### src/design/bmp_ram.sv
// ============================================================================
// bmp_ram
// Generic single-port-write, single-port-read RAM with registered read data.
// ============================================================================
module bmp_ram #(
  parameter int WIDTH = 8,
  parameter int DEPTH = 16,
  localparam int AW = $clog2(DEPTH)
) (
  input  logic             clk_i,
  input  logic             we_i,
  input  logic [AW-1:0]    waddr_i,
  input  logic [WIDTH-1:0] wdata_i,
  input  logic [AW-1:0]    raddr_i,
  output logic [WIDTH-1:0] rdata_o
);

  logic [WIDTH-1:0] mem_q [DEPTH];
  logic [WIDTH-1:0] rdata_q;

  // Write port and registered read port
  always_ff @(posedge clk_i) begin
    if (we_i) begin
      mem_q[waddr_i] <= wdata_i;
    end
    rdata_q <= mem_q[raddr_i];
  end

  assign rdata_o = rdata_q;

endmodule

### config.mk
export PLATFORM = sky130hd
export DESIGN_NAME = bmp_ram
export DESIGN_NICKNAME = d
export VERILOG_FILES = /design/src/design/bmp_ram.sv
export SDC_FILE = /design/constraint.sdc
export NUM_CORES = 1
export LEC_CHECK = 0
export BUFFER_PORTS_ARGS = -buffer_cell sky130_fd_sc_hd__clkbuf_2
export CORE_MARGIN = 2
export CORE_UTILIZATION = 40
export CTS_BUF_LIST = sky130_fd_sc_hd__clkbuf_4 sky130_fd_sc_hd__clkbuf_8
export DETAILED_ROUTE_END_ITERATION = 10
export GPL_ROUTABILITY_DRIVEN = 0
export GPL_TIMING_DRIVEN = 0
export MAX_ROUTING_LAYER = met4
export PLACE_DENSITY = 0.56
export REMOVE_ABC_BUFFERS = 1
export SYNTH_ARGS = -nofsm -noshare
export SYNTH_HDL_FRONTEND = slang
export SYNTH_SLANG_ARGS = --single-unit
### constraint.sdc
create_clock -name clk_i -period 2.4 [get_ports clk_i]
set_input_delay 0.24 -clock clk_i [delete_from_list [all_inputs] [get_ports clk_i]]
set_output_delay 0.24 -clock clk_i [all_outputs]
set_load 0.03 [all_outputs]
# --- Yosys cells after proc, flatten, opt, wreduce, memory -nomap -nowiden ---
# Memories as Yosys holds them, arrays and structs flattened. A register that Yosys moved wholly into a read port is not among the register bits.
# Index checks and enable logic that the tools add are counted.
op_classes:
  n_addsub: 0
  multipliers: 0
  div_mod_pow: 0
  magnitude_cmp: 0
  eq_ne: 0
  n_shift: 0
  n_mux: 2
  bitwise: 0
  n_reduce_logical: 0
op_table:
  columns: ["op", "count"]
  rows:
  - ["2-to-1 mux 1 bit", 2]
totals:
  reg_bits: 0
  latch_bits: 0
  ramBits: 128
  rom_bits: 0
  in_bits: 18
  output_inout_bits: 8
  elab_cells: 3
  memories: 1
mem_list:
  columns: ["memory", "words", "width", "read_ports", "rd_ports_with_merged_regs", "write_ports", "line_no", "source"]
  rows:
  - ["mem_q", 16, 8, 1, 1, 1, "18", "logic [WIDTH-1:0] mem_q [DEPTH];"]

# --- Logic depth before layout (Yosys ltp) ---
# Gate-level depths: netlist (run 1).
depth:
  word_depth: 2
  mapped_depth: 5

# --- Worst setup path before layout (run 1) ---
# Ideal clock, no wire load.
synth_path:
  path_kind: "input port to flip-flop"
  startpoint: "input waddr_i[2]"
  endpoint: "memory mem_q[0][0], enable pin"
  setup_time_ps: 383
  t_arrival_ps: 1350
  required_time_ps: 2017
  setup_slack_ps: 667
  path_stages: 2
  path_cell_list: "or3b_2 nor3_1"
synth_rtl:
  columns: ["item", "line_no", "source"]
  rows:
  - ["from (decl)", "12", "input logic [AW-1:0] waddr_i,"]
  - ["to (decl)", "18", null]
# Straight into the memory's write port.

==> impl_metrics.yaml, run 1 <==
cells_and_area:
  area.sequential_mm2: 0.00400
  insertedDiodeCount: 0
  multi_input_area_mm2: 0.00108
  drive_gt1_share_pct: 27.1
  nets: 282
  utilization_pct: 46.5
  syn2layout_area_growth_pct: 13.5
  nFillCells: 1066
worst_setup_path:
  critPathLaunch: "raddr_i[0]"
  endpoint: "rdata_o[2]"
  critical_path_arrival_ns: 2.25
  cp_max_fo: 32
  r2r_setup_slack_ns: 0.96
  reg2reg_depth: 3
  critPathKind: "in2reg"
  reg2reg_to: "rdata_o[2]"
  critPathLaunchType: "input port"
  critPathRequiredTime_ns: 2.71
  r2r-start: "mem_q[1][2]"
  critPathCaptureType: "flop"
synth:
  synth_seq_cells: 136
  synth_area_leaders: "edfxtp_1, mux4_2, mux4_1"
  yosys_warnings: 0
  syn-cell-area_mm2: 0.00515
  synth_top_area_share_pct: 74.7
  avgSynthCellArea_um2: 22.5
  seq_area_frac_synth_pct: 77.8
  synthCells: 229
  synth_area_leader_cell: "edfxtp_1"
  synth.distinct_cells: 19
placement:
  port_buffers: 25
  dpl.hpwl_mm: 5.79
routing:
  wirelength_mm: 9.56
  dr_total_vias: 2341
  wl_per_cell_um: 21.3
  ant_nets: 0
  drt_iter0_drc: 147
  vias_per_cell: 5.21
  drc: 0
  dr.pass1.iters: 4
die:
  die_y_um: 117
  core_mm2: 0.0126
  start_util_pct: 41.0
  chipWidth_um: 117
  dieArea_mm2: 0.0138
  pin_count: 26
  core.rowCount: 41
global_routing:
  grt_first_pass_wirelength_mm: 14.8
  antenna_found_initial: 0
  gr-usage-all-layers_pct: 15.8
  grt_max_degree: 33
  gr-total-overflow: 0
  first_global_vias: 2362
clock_tree:
  cts_hold_buf: 0
  postCtsSetupRepairBufs: 0
  cts_tree: "done"
  insertion_delay_ns: 0.44
  cts_sinks: 136
  cts_max_path_buffers: 2
  cts.repair.resized: 0
  cts-root-buf: "clkbuf_8"
  htree_levels: 4
  path_clk_slew_ns: 0.07
  numCtsBuffers: 17
power_and_ir_drop:
  p_int_w: 0.00389
  seq_power_share_pct: 54.6
  combPwrFrac_pct: 5.4
  total_leakage_power_nw: 1.92
  p_clk_share_pct: 40.1
  vdd_ir_drop_max_mv: 0.390
  switching_share_pct: 20.3
  netSwitchingPower_w: 0.000992
  powerDensity_mw_per_mm2: 836
worst_hold_path:
  hold_class: "in2reg"
timing:
  slew_headroom_pct: 18.6
  finClkSkew_ns: 0.00344
  fin_setup_tns_ns: 0
  worst_pin_slew_ns: 1.22
  finalSetupViolations: 0
  grt_setup_unrepaired: "false"
  final-hold-violation-count: 0
  finalCritPeriodShare_pct: 80.6
  slew_violations: 0
  post-route-min-period_ns: 1.94
  fmax_ghz: 0.517
flow_run:
  maxCapViolations: 0
run_status:
  outcome: "finished, final reports clean"
==> state kept, by name, indices dropped and copies added, names as in the netlist <==
register,count
rdata_o,8
mem_q,128
==> per-stage QoR <==
| stage | hold slack [ns] | cell area, µm² | instances | setup WS [ns] | total power (W) |
|---|---|---|---|---|---|
| finish | 0.227 | 5840 | 449 | 0.465 | 0.00488 |
| floorplan | 0.339 | 5060 | 219 | 0.667 | 0.00285 |
| CTS | 0.207 | 5840 | 449 | 0.410 | 0.00492 |
| global placement | 0.647 | 5400 | 416 | -0.195 | 0.00298 |
| global route | 0.221 | 5840 | 449 | 0.281 | 0.00505 |
| detailed placement | 0.655 | 5430 | 417 | -0.0676 | 0.00299 |
==> area by class of cell <==
type / instances / share of cell area [%]
timing repair buffer: 26 / 2.27
clock inverter: 12 / 2.68
sequential: 136 / 68.5
tap: 172 / 3.68
multi-input combinational: 83 / 18.4
clock buffer: 20 / 4.39
==> power groups by stage <==
stage,registers (W),clock network [W],logic (W)
after CTS,0.00267,0.00198,0.000268
after detailed placement,0.00272,0,0.000268
after floorplan,0.00275,0,0.000106
after global routing,0.00267,0.00210,0.000288
after global placement,0.00272,0,0.000262
final,0.00267,0.00196,0.000262
==> critical path: stages <==
cell	delay [ns]
clkbuf_2	0.88
mux4_1	0.66
a22oi_1	0.32
nand2_1	0.13
==> cells by family (layout without fill, tap and decap cells) <==
family,after synthesis,after routing,synth area share (%)
AO/OA/AOI/OAI,16,16,2.33
flip-flops,136,136,77.8
AND/OR/NAND/NOR,35,35,3.18
multiplexers,32,32,15.0
buffers and inverters,10,58,1.68
==> Yosys cell counts <==
cell type        number
buf_4                 1
and2_1                1
clkdlybuf4s25_2       3
buf_2                 3
nor2_1               13
edfxtp_1            128
nor3_1                4
a22oi_1              16
mux4_1               14
dfxtp_1               8
and2b_1               1
nand3_1               1
nand2b_1              2
nand3b_1              2
mux4_2               18
buf_6                 3
nand2_1               9
nor2b_1               1
or3b_2                1
==> cells in the final DEF, fill, tap and decap left out, drive strengths merged, types with 2 or more instances in the layout <==
master	Yosys	routed
nor2	13	13
nand3b	2	2
bufinv	0	4
edfxtp	128	128
nor3	4	4
a22oi	16	16
clkbuf	0	45
clkinv	0	8
nand2	9	9
mux4	32	32
nand2b	2	2
dfxtp	8	8
==> how the worst min path moves through the flow <==
stage	startpoint	to	slack (ns)	depth (start not counted)
6_report	wdata_i[5]	mem_q[11][5]	0.23	1
5_1_grt	wdata_i[1]	mem_q[10][1]	0.22	1
4_1_cts	wdata_i[3]	mem_q[3][3]	0.21	1
3_5_place_dp	mem_q[15][6]	rdata_o[6]	0.65	3
3_3_place_gp	wdata_i[1]	mem_q[1][1]	0.65	1
2_1_floorplan	wdata_i[0]	mem_q[0][0]	0.34	0
==> metal layers <==
metal / track usage, % / up-vias / routed length (µm)
met5: - / - / 0
met4: 6.10 / 0 / 146
met3: 5.40 / 12 / 395
met2: 21.4 / 60 / 4440
met1: 22.2 / 1227 / 4590
li1: - / 1042 / -
Power figures use the tool's default switching activity.
==> inputs of run 2 (changes only) <==
Settings changed: ABC_AREA from default to 1.
Clock period 2.4 ns to 1.8 ns, I/O delays scaled along.
==> impl_metrics.yaml, run 2 <==
run_status:
  outcome: "finished, final reports clean"
placement:
  dp_slack_ns: -1.21
  port_buffers: 25
  placed_cell_area_mm2: 0.00595
  dpl.hpwl_mm: 7.03
  place_inst: 732
synth:
  seq_area_frac_synth_pct: 69.4
  synth_area_leader_cell: "edfxtp_1"
  synth_top_area_share_pct: 66.7
  synth_edf_count: 128
  synth_seq_cells: 136
  synth.distinct_cells: 12
  yosys.cell_count.top_type: "nand2_1"
  synthCells: 551
  ys_top_cells_by_count: "nand2_1, edfxtp_1, inv_1, nand3_1, nor2_1"
  async_flop_share_pct: 0
  synth_ff_type: "edfxtp_1"
  yosys_warnings: 0
  syn-cell-area_mm2: 0.00577
  synth_area_leaders: "edfxtp_1, nand2_1, nand3_1"
  avgSynthCellArea_um2: 10.5
global_routing:
  grt_first_pass_wirelength_mm: 18.9
  gr-usage-all-layers_pct: 17.7
  grt_max_degree: 66
  antenna_found_initial: 0
  first_global_vias: 3471
  gr-total-overflow: 0
cells_and_area:
  area.sequential_mm2: 0.00400
  final_common_cell: "nand2_1"
  largest_register: "mem_q"
  nFillCells: 1285
  drive_gt1_share_pct: 9.93
  nets: 589
  syn2layout_area_growth_pct: 11.5
  layout_common_cells: "nand2_1, edfxtp_1, inv_1, nand3_1, clkbuf_2"
  stdcell_area_mm2: 0.00643
  instances_no_fill: 764
  multi_input_area_mm2: 0.00121
  largest_register_ffs: 128
  insertedDiodeCount: 0
power_and_ir_drop:
  p_clk_share_pct: 42.2
  p_int_w: 0.00546
  total_power_w: 0.00690
  combPwrFrac_pct: 6.3
  total_leakage_power_nw: 2.76
  netSwitchingPower_w: 0.00143
  seq_power_share_pct: 51.5
  powerDensity_mw_per_mm2: 1070
  switching_share_pct: 20.8
  vdd_ir_drop_max_mv: 0.425
worst_setup_path:
  critPathKind: "in2reg"
  cp_common_cell: "nand2_1"
  crit_chain: "clkbuf_4, inv_6, nand2_1, nand2_1, nand2_1, nand3_1, nand3_1, nand2_1"
  cp_max_fo: 65
  cp_top_family: "buffers and inverters"
  critPathLaunchType: "input port"
  max_stage_delay_ns: 0.65
  critical_path_arrival_ns: 1.85
  slowest_stage: "clkbuf_4"
  critPathRequiredTime_ns: 2.11
  critPathCaptureType: "flop"
  path_buf_inv: 2
timing:
  post-route-min-period_ns: 1.54
  setup_slack_ns: 0.259
  final-hold-violation-count: 0
  finClkSkew_ns: 0.00852
  fin_setup_tns_ns: 0
  worst_pin_slew_ns: 1.01
  finalSetupViolations: 0
  grt_setup_unrepaired: "false"
  fmax_ghz: 0.649
  finalCritPeriodShare_pct: 85.6
  slew_violations: 0
  slew_headroom_pct: 32.2
die:
  pin_count: 26
  core.rowCount: 43
  die_y_um: 124
  core_mm2: 0.0140
  dieArea_mm2: 0.0154
  start_util_pct: 41.2
  chipWidth_um: 124
clock_tree:
  cts-root-buf: "clkbuf_8"
  cts_sinks: 136
  cts_tree: "done"
  numCtsBuffers: 17
  postCtsSetupRepairBufs: 0
  htree_levels: 4
  path_clk_slew_ns: 0.08
  insertion_delay_ns: 0.43
  cts_max_path_buffers: 2
routing:
  dr.pass1.iters: 6
  vias_per_cell: 4.71
  ant_nets: 0
  wl_per_cell_um: 15.9
  wirelength_mm: 12.2
  dr_total_vias: 3596
  drc: 0
  drt_iter0_drc: 331
worst_hold_path:
  hold_class: "in2reg"
flow_run:
  maxCapViolations: 0
-- run 2: changes by cell type after synthesis, moves of 10 or more --
| cell | before | now |
|---|---|---|
| nand3_1 | 1 | 97 |
| mux4_1 | 14 | 0 |
| buf_2 | 3 | 13 |
| mux4_2 | 18 | 0 |
| inv_1 | 0 | 100 |
| a22oi_1 | 16 | 0 |
| nand2_1 | 9 | 173 |
-- run 2: worst min-delay path, stage by stage --
cell	delay, ns
clkbuf_2	0.22
nand3_1	0.15
nand2_1	0.05
-- run 2: worst paths after layout --
check	depth (start not counted)	end	slack, ns	start
worst max-delay path	8	rdata_o[0]	0.26	raddr_i[0]
worst min-delay path	3	rdata_o[5]	0.20	raddr_i[3]
worst max register to register	6	rdata_o[0]	0.72	mem_q[7][0]
worst min register to register	6	rdata_o[5]	0.67	mem_q[12][5]
-- run 2: per-layer routing --
| layer | vias up | share of wire, % | global-route usage, % |
|---|---|---|---|
| met5 | - | 0 | - |
| met4 | 0 | 1.7 | 6.67 |
| met2 | 87 | 50 | 29.0 |
| li1 | 1808 | - | - |
| met3 | 17 | 5.0 | 3.43 |
| met1 | 1684 | 43 | 21.9 |
-- run 2: stage by stage --
stage	hold slack, ns	utilization, %
after detailed placement	0.626	42.5
after global placement	0.625	42.5
after global routing	0.188	46.0
after CTS	0.185	45.9
after floorplan	0.279	-
final	0.201	46.0
-- run 2: power groups by stage --
stage / clock network, W / logic (W) / registers, W
after floorplan: 0 / 0.000191 / 0.00366
after global placement: 0 / 0.000436 / 0.00362
after detailed placement: 0 / 0.000443 / 0.00362
after CTS: 0.00296 / 0.000443 / 0.00355
after global routing: 0.00309 / 0.000487 / 0.00356
final: 0.00291 / 0.000437 / 0.00355
-- run 2: cells by family (layout without fill, tap and decap cells) --
group / count (synthesis) / after routing / synth area share [%]
AND/OR/NAND/NOR: 289 / 289 / 21.0
flip-flops: 136 / 136 / 69.4
buffers and inverters: 126 / 159 / 9.52
-- run 2: layout make-up --
type / count / share of cell area (%)
clock buffer: 24 / 4.75
clock inverter: 8 / 2.59
inverter: 102 / 6.03
multi-input combinational: 289 / 18.9
sequential: 136 / 62.3
tap: 180 / 3.50
timing repair buffer: 25 / 1.98
-- run 2: timing repair --
item                       4_1_cts  5_1_grt
setup endpoints to repair        8        2
resized for setup                2        1
hold buffers                     0        0
