--- src/design/bmp_pkg.sv ---
// ============================================================================
// bmp_pkg
// Shared constants, types and state encodings for the binomial mod prime
// block: modulus, Barrett constant, Fermat exponent and sequencer states.
// ============================================================================
package bmp_pkg;

  // Field widths
  localparam int VAL_W     = 30;
  localparam int IN_W      = 11;
  localparam int MAX_N_DEF = 1024;

  // Modulus and Fermat exponent p-2
  localparam logic [VAL_W-1:0] PRIME   = 30'd1000000007;
  localparam logic [VAL_W-1:0] INV_EXP = PRIME - 30'd2;

  // Barrett reduction: x < p^2 < 2^60, mu = floor(2^60 / p)
  localparam int MUL_W    = 31;
  localparam int PROD_W   = 2 * VAL_W;
  localparam int RED_W    = 32;
  localparam int Q1_SHIFT = VAL_W - 1;
  localparam int Q3_SHIFT = VAL_W + 1;
  localparam logic [MUL_W-1:0] BARRETT_MU = MUL_W'((64'd1 << PROD_W) / 64'(PRIME));

  // Exponent bit walk, highest set bit of p-2 down to bit 0
  localparam int EXP_BIT_W = 5;
  localparam logic [EXP_BIT_W-1:0] EXP_MSB = 5'd29;

  // Command codes
  localparam logic CMD_BUILD = 1'b0;
  localparam logic CMD_QUERY = 1'b1;

  // Top-level sequencer
  typedef enum logic [3:0] {
    ST_IDLE,
    ST_BUILD,
    ST_RD_K,
    ST_RD_MK,
    ST_RD_M,
    ST_DEN,
    ST_SQR,
    ST_MULB,
    ST_FINAL
  } bmp_state_e;

  // Modular multiplier steps
  typedef enum logic [2:0] {
    MM_IDLE,
    MM_PROD,
    MM_QEST,
    MM_SUB,
    MM_FIX1,
    MM_FIX2
  } mm_state_e;

  // Multiplier status seen by the sequencer
  typedef struct packed {
    logic busy;
    logic done;
  } mm_stat_t;

endpackage

--- src/design/bmp_modmul.sv ---
// ============================================================================
// bmp_modmul
// Multi-cycle modular multiplier a*b mod p. One 31x31 multiplier is shared
// by the product, the Barrett quotient estimate and the quotient times p,
// followed by two conditional subtractions.
// ============================================================================
module bmp_modmul import bmp_pkg::*; (
  input  logic             clk_i,
  input  logic             rst_ni,
  input  logic             start_i,
  input  logic [VAL_W-1:0] a_i,
  input  logic [VAL_W-1:0] b_i,
  output logic [VAL_W-1:0] res_o,
  output mm_stat_t         stat_o
);

  mm_state_e          state_q, state_d;
  logic               done_q, done_d;
  logic [VAL_W-1:0]   a_q, a_d, b_q, b_d, res_q, res_d;
  logic [PROD_W-1:0]  prod_q, prod_d;
  logic [MUL_W-1:0]   q3_q, q3_d;
  logic [RED_W-1:0]   r_q, r_d;

  logic [MUL_W-1:0]   mul_x, mul_y;
  logic [2*MUL_W-1:0] mul_p;
  logic [RED_W-1:0]   r_fold;

  // Shared multiplier operand select
  always_comb begin
    case (state_q)
      MM_PROD: begin
        mul_x = MUL_W'(a_q);
        mul_y = MUL_W'(b_q);
      end
      MM_QEST: begin
        mul_x = prod_q[PROD_W-1:Q1_SHIFT];
        mul_y = BARRETT_MU;
      end
      MM_SUB: begin
        mul_x = q3_q;
        mul_y = MUL_W'(PRIME);
      end
      default: begin
        mul_x = '0;
        mul_y = '0;
      end
    endcase
  end

  assign mul_p  = mul_x * mul_y;

  // One conditional subtraction of p
  assign r_fold = (r_q >= RED_W'(PRIME)) ? (r_q - RED_W'(PRIME)) : r_q;

  // Step sequencer
  always_comb begin
    state_d = state_q;
    done_d  = 1'b0;
    a_d     = a_q;
    b_d     = b_q;
    prod_d  = prod_q;
    q3_d    = q3_q;
    r_d     = r_q;
    res_d   = res_q;
    case (state_q)
      MM_IDLE: begin
        if (start_i) begin
          a_d     = a_i;
          b_d     = b_i;
          state_d = MM_PROD;
        end
      end
      MM_PROD: begin
        prod_d  = mul_p[PROD_W-1:0];
        state_d = MM_QEST;
      end
      MM_QEST: begin
        q3_d    = mul_p[2*MUL_W-1:Q3_SHIFT];
        state_d = MM_SUB;
      end
      MM_SUB: begin
        // remainder is below 3p, so 32 low bits are exact
        r_d     = prod_q[RED_W-1:0] - mul_p[RED_W-1:0];
        state_d = MM_FIX1;
      end
      MM_FIX1: begin
        r_d     = r_fold;
        state_d = MM_FIX2;
      end
      MM_FIX2: begin
        res_d   = r_fold[VAL_W-1:0];
        done_d  = 1'b1;
        state_d = MM_IDLE;
      end
      default: begin
        state_d = MM_IDLE;
      end
    endcase
  end

  // Control registers
  always_ff @(posedge clk_i or negedge rst_ni) begin
    if (!rst_ni) begin
      state_q <= MM_IDLE;
      done_q  <= 1'b0;
    end else begin
      state_q <= state_d;
      done_q  <= done_d;
    end
  end

  // Datapath registers
  always_ff @(posedge clk_i) begin
    a_q    <= a_d;
    b_q    <= b_d;
    prod_q <= prod_d;
    q3_q   <= q3_d;
    r_q    <= r_d;
    res_q  <= res_d;
  end

  assign res_o       = res_q;
  assign stat_o.busy = (state_q != MM_IDLE);
  assign stat_o.done = done_q;

endmodule

--- config.mk ---
export PLATFORM = sky130hd
export DESIGN_NAME = bmp_modmul
export DESIGN_NICKNAME = d
export VERILOG_FILES = /design/src/design/bmp_pkg.sv /design/src/design/bmp_modmul.sv
export SDC_FILE = /design/constraint.sdc
export NUM_CORES = 2
export LEC_CHECK = 0
export ABC_CLOCK_PERIOD_IN_PS = 10900
export BUFFER_PORTS_ARGS = -buffer_cell sky130_fd_sc_hd__buf_2
export CAP_MARGIN = 20
export CORE_ASPECT_RATIO = 0.7
export CORE_UTILIZATION = 30
export CTS_CLUSTER_DIAMETER = 40
export DETAILED_ROUTE_END_ITERATION = 10
export SLEW_MARGIN = 20
export SYNTH_ARGS = -nofsm -noshare
export SYNTH_HDL_FRONTEND = slang
export SYNTH_SLANG_ARGS = --single-unit
--- constraint.sdc ---
create_clock -name clk_i -period 10.9 [get_ports clk_i]
set_input_delay 1.635 -clock clk_i [delete_from_list [all_inputs] [get_ports clk_i]]
set_output_delay 1.635 -clock clk_i [all_outputs]
set_load 0.005 [all_outputs]
Word-level counts from Yosys, hierarchy flattened:

Index checks and enable logic that the tools add are counted.

* $add $sub $neg: 2
* multipliers: 1
* magnitude comparators: 1
* eq/ne operators: 7
* multiplexer cells: 7
* reductions and logical operators: 5

Operators by type and width (count)
* $pmux 31 s3: 2
* $pmux 32 s2: 1
* $mul 31x31->62: 1
* $ge 32x30->1 const B: 1
* $mux 32: 1
* $sub 32x30->32 const B: 1
* $sub 32x32->32: 1
* $pmux 3 s5: 1
* $eq 3x2->1 const B: 2
* $eq 3x3->1 const B: 2
* $ne 2x2->1 const B: 2
* $reduce_and 2->1: 2
* $eq 3x1->1 const B: 1
* $logic_not 3->1: 1
* $mux 3: 1
* $reduce_bool 3->1: 1
* $reduce_bool 2->1: 1
* $mux 1: 1

* register bits: 217
* bits of input ports: 63
* output and inout bits: 32
* word-level logic and storage cells: 32

Longest topological paths before layout:

* depth after elaboration: 5
* depth in mapped cells: 43
* depth with buffers taken out: 37

Least setup slack after synthesis:

OpenSTA, ideal clock, no wires.

* kind: register to register
* start: reg state_q[0]
* end: reg r_q[30], data pin
* setup time: 138 ps
* arrival: 11294 ps
* required time: 10762 ps
* path slack: -532 ps
* stages on the path, launching flop included: 36
* path buffers: 4
* clock period less this slack: 11432 ps
* path through: dfrtp_1 -> nor2b_1 -> clkbuf_1 -> nor2b_1 -> clkbuf_1 -> buf_1 -> a21oi_1 -> nor2_1 -> fa_1 -> fa_1 -> fa_1 -> fa_1 -> ha_1 -> ha_1 -> fa_1 -> fa_1 -> ha_1 -> o21ai_0 -> nor2_1 -> o41a_1 -> or2_1 -> buf_6 -> a21o_1 -> a21o_1 -> xor2_1 -> inv_1 -> ha_1 -> a21o_1 -> or3_1 -> o21a_1 -> maj3_1 -> a31oi_1 -> o31a_1 -> a31o_1 -> mux2_1 -> nor2_1

* longest elaborated chain between the ends: 5
* elaborated cells on any way between the ends: 9
* those cells by class: 1 x add/sub; 1 x mul; 4 x eq/ne; 3 x mux

RTL lines
* start, declared: line bmp_modmul.sv:17 `mm_state_e state_q, state_d;`
* start signal, assigned: line bmp_modmul.sv:107 `state_q <= state_d;`
* $eq 3x2->1 or $eq 3x1->1 (tied branches): line bmp_modmul.sv:30 `case (state_q)`
* $pmux 31 s3: line bmp_modmul.sv:30
* $mul 31x31->62 *: line bmp_modmul.sv:50 `assign mul_p = mul_x * mul_y;`
* named net mul_p[19]: line bmp_modmul.sv:25 `logic [2*MUL_W-1:0] mul_p;`
* $sub 32x32->32 *: line bmp_modmul.sv:83 `r_d = prod_q[RED_W-1:0] - mul_p[RED_W-1:0];`
* $pmux 32 s2 *: line bmp_modmul.sv:65 `case (state_q)`
* named net r_d[30]: line bmp_modmul.sv:22 `logic [RED_W-1:0] r_q, r_d;`
* end signal, assigned: line bmp_modmul.sv:118 `r_q <= r_d;`
* end, declared: line bmp_modmul.sv:22

Mark *: on every way through the listed nets, which the timed path passes. The rest lies on a longest branch.
A chain may end at the register's enable or synchronous reset.

Worst setup path after layout:

* start: reg state_q[0]
* end: reg q3_q[28], data pin

* longest elaborated chain between the ends: 3
* elaborated cells on any way between the ends: 6
* those cells by class: 1 x mul; 3 x eq/ne; 2 x mux

RTL lines
* $eq 3x2->1 or $eq 3x1->1 (tied branches): line bmp_modmul.sv:30
* $pmux 31 s3: line bmp_modmul.sv:30
* $mul 31x31->62 *: line bmp_modmul.sv:50
* named net mul_p[59]: line bmp_modmul.sv:25
* end signal, assigned: line bmp_modmul.sv:117 `q3_q <= q3_d;`
* end, declared: line bmp_modmul.sv:21 `logic [MUL_W-1:0] q3_q, q3_d;`

Marks and branches as above.

==> metrics <==
first-pass GRT wire length=201000 um; CTS Buffer Depth=3; launch point of the worst reg-to-reg path=state_q[0]$_DFFE_PN0P_; core box area=roughly 130000 um2; Synth Instances=~4200; worst endpoint required time=~11 ns; cell accounting for the most synthesized area=fa_1; Die Area=135000 um2; top-area cell type share of the netlist area=0.418; critical path peak fanout=15; Final Hold Viols=0; measured slew at the worst slew-check pin=1.04 ns; DRC errors left=0; skew final=0.0111 ns; number of nets in the layout=5508; async set-reset flop share out of synthesis=0.0184; Place WS=0.0506 ns; CP Launch Type=flip-flop; filler cell count=13506; Slew Limit Headroom=0.308; post-synthesis sequential area ratio=0.162; Vias/cell=5.01; Worst Path Arrival=10.97 ns; P&R area growth vs syn=10.9%; Avg WL per Cell=22.0 um; crit path time final=about 11 ns; most used cell along the critical path=fa_1; fin crit share=0.972; TritonRoute pass-1 iters=6; kind of critical path=reg -> reg; die width=approximately 440 um; CTS H-tree depth=1; number of synthesized register bits=217; Critical path buffers and inverters=7; Netlist cell types=75; grt total ovfl=0; Final ANT Viol Nets=0; Ant. Diodes=0; slowest stage delay, CP=0.69 ns; Worst-Skew Late Latency=roughly 0.64 ns; row cnt=111; TritonCTS Sinks=217; drt total wl=between 100000 and 150000 um; status=complete, no violations; total vias in the final route=30551; Setup crit start=state_q[0]$_DFFE_PN0P_; Syn Area/Cell=9.47 um2; Final Max Tran Viols=0; synth top area cells=fa_1 42%, edfxtp_1 16%, ha_1 8.8%; CTS root buffer=clkbuf_16; initial core utilization=0.304; Die Y=308 um; Port Buffers=94; Overall Global Routing Usage=0.200; largest net degree at the start of global routing=between 80 and 90; max cap viols=0; sequential cell area=between 6000 and 7000 um2; number of CTS-inserted buffers=30; Multi-input gate area=29900 um2; hold path start=state_q[2]$_DFFE_PN0P_; Final setup viols=0; crit end category=flip-flop; Placer Congestion=between 0.9 and 1; Final Worst Setup Slack=a little over 0.3 ns; Hold WC Path Type=reg -> reg; HPWL Detailed=111000 um; Reg clk slew, reported paths=approximately 0.060 ns; initial antenna violation count=7; # IOs=95; vias in the first global route=31479; Synth Flop Type=edfxtp_1; Worst path slowest cell=and2_1; TNS Setup=0 ns; Ys Warns=0; layout cell share with drive strength beyond 1=0.0920; CTS tree=done; Max Freq=approximately 0.094 GHz; EDFF count, synth=213; cell family contributing the most delay on the critical path=adder cells; RSZ-0062 raised after global routing=no; Post-Syn Area=40100 um2; initial DRC count=3054
==> synthesized netlist by cell type (4+ instances only) <==
library cell  count
xnor2_1          79
a311o_1           4
o31ai_1           9
nor3_1           33
clkbuf_1        185
a21oi_1         129
nand4_1          11
mux2_2           34
o211ai_1          5
buf_1            13
nor2_1          345
fa_1            838
or3_1            10
a211oi_1         14
a31oi_1          14
edfxtp_1        213
nor2b_1          15
a31o_2            4
inv_1           831
nand2_1         768
and3_1           16
o21bai_1         11
o21a_1           21
dfrtp_1           4
nand3_1          25
a22oi_1           5
xor2_1           34
o21ai_0          70
ha_1            283
nand2b_1         19
or2_2             8
o21ai_1           5
a21o_1           86
and2_1           33
==> per-layer routing <==
metal | GRT usage | routed length (um) | up-vias
met2 | 0.291 | 56200 | 1496
met1 | 0.288 | 58300 | 15741
met5 | 0.00932 | 205 | -
met4 | 0.0489 | 3810 | 6
li1 | - | - | 13112
met3 | 0.0609 | 15400 | 196
==> worst reg2reg max path: cells and delay by family (launching register included) <==
| kind | cells | cell delay [ns] |
|---|---|---|
| AOI/OAI and AO/OA | 8 | 2.25 |
| xor gates and xnor gates | 1 | 0.16 |
| adders and majority gates | 9 | 4.46 |
| buffers and inverters | 7 | 0.77 |
| DFF | 1 | 0.59 |
| and+or+nand+nor | 6 | 2.10 |
==> through the flow <==
step	cell area (um2)	util	hold WS (ns)	std cells
after floorplan	40100	-	0.569	4238
after global placement	43400	0.329	0.607	6042
after detailed placement	43400	0.329	0.609	6042
after CTS	44400	0.337	0.620	6097
after global routing	44500	0.337	0.641	6098
final	44500	0.337	0.633	6098
==> registers in the layout, summed over array words and instances, names as in the netlist <==
register,count
q3_q,31
a_q,30
prod_q,60
done_q,1
state_q,3
res_o,30
r_q,32
b_q,30
==> cell usage in the layout, fill, tap and decap left out, types with 21 or more instances in the layout <==
cell and instances:
fa_1 838, inv_1 831, nand2_1 768, nor2_1 337, ha_1 283, edfxtp_1 213, buf_4 157, a21oi_1 113
buf_2 94, a21o_1 85, xnor2_1 79, o21ai_0 67, mux2_2 34, xor2_1 34, nor3_1 32, and2_1 31
clkbuf_16 30, nand3_1 25, o21a_1 21
==> cell families after synthesis <==
logic type	after synthesis	share of synthesized area
AND/OR/NAND/NOR	1298	0.132
adder cells (fa/ha/maj)	1123	0.507
buffers and inverters	1033	0.0970
AO/OA/AOI/OAI	410	0.0665
flip-flops	217	0.162
XOR/XNOR	114	0.0251
multiplexers	37	0.0104
other	2	0.000187
==> path summary, 6_finish.rpt <==
path	to	slack, ns	cells after the start
setup / recovery	q3_q[28]$_DFFE_PN_	0.31	31
max in group asynchronous	state_q[0]$_DFFE_PN0P_	9.90	1
setup reg to reg	q3_q[28]$_DFFE_PN_	0.31	31
hold reg to reg	state_q[0]$_DFFE_PN0P_	0.63	1
min in group asynchronous	done_q$_DFF_PN0_	0.82	1
hold / removal	state_q[0]$_DFFE_PN0P_	0.63	1
==> cell type report <==
cell class | count | share of cell area
Multi-Input combinational cell | 2988 | 0.672
Sequential cell | 217 | 0.146
Inverter | 831 | 0.0701
Tap cell | 1751 | 0.0493
Timing Repair Buffer | 256 | 0.0391
Clock buffer | 32 | 0.0171
Clock inverter | 23 | 0.00571
==> what timing repair did <==
action	4_1_cts	5_1_grt
setup buffers	0	1
endpoints found under the setup margin	0	20
hold buffers	0	0
resized for setup	0	12
Power is not shown: default switching activity piles up to over one toggle a cycle in this logic, so the estimate is an artifact.
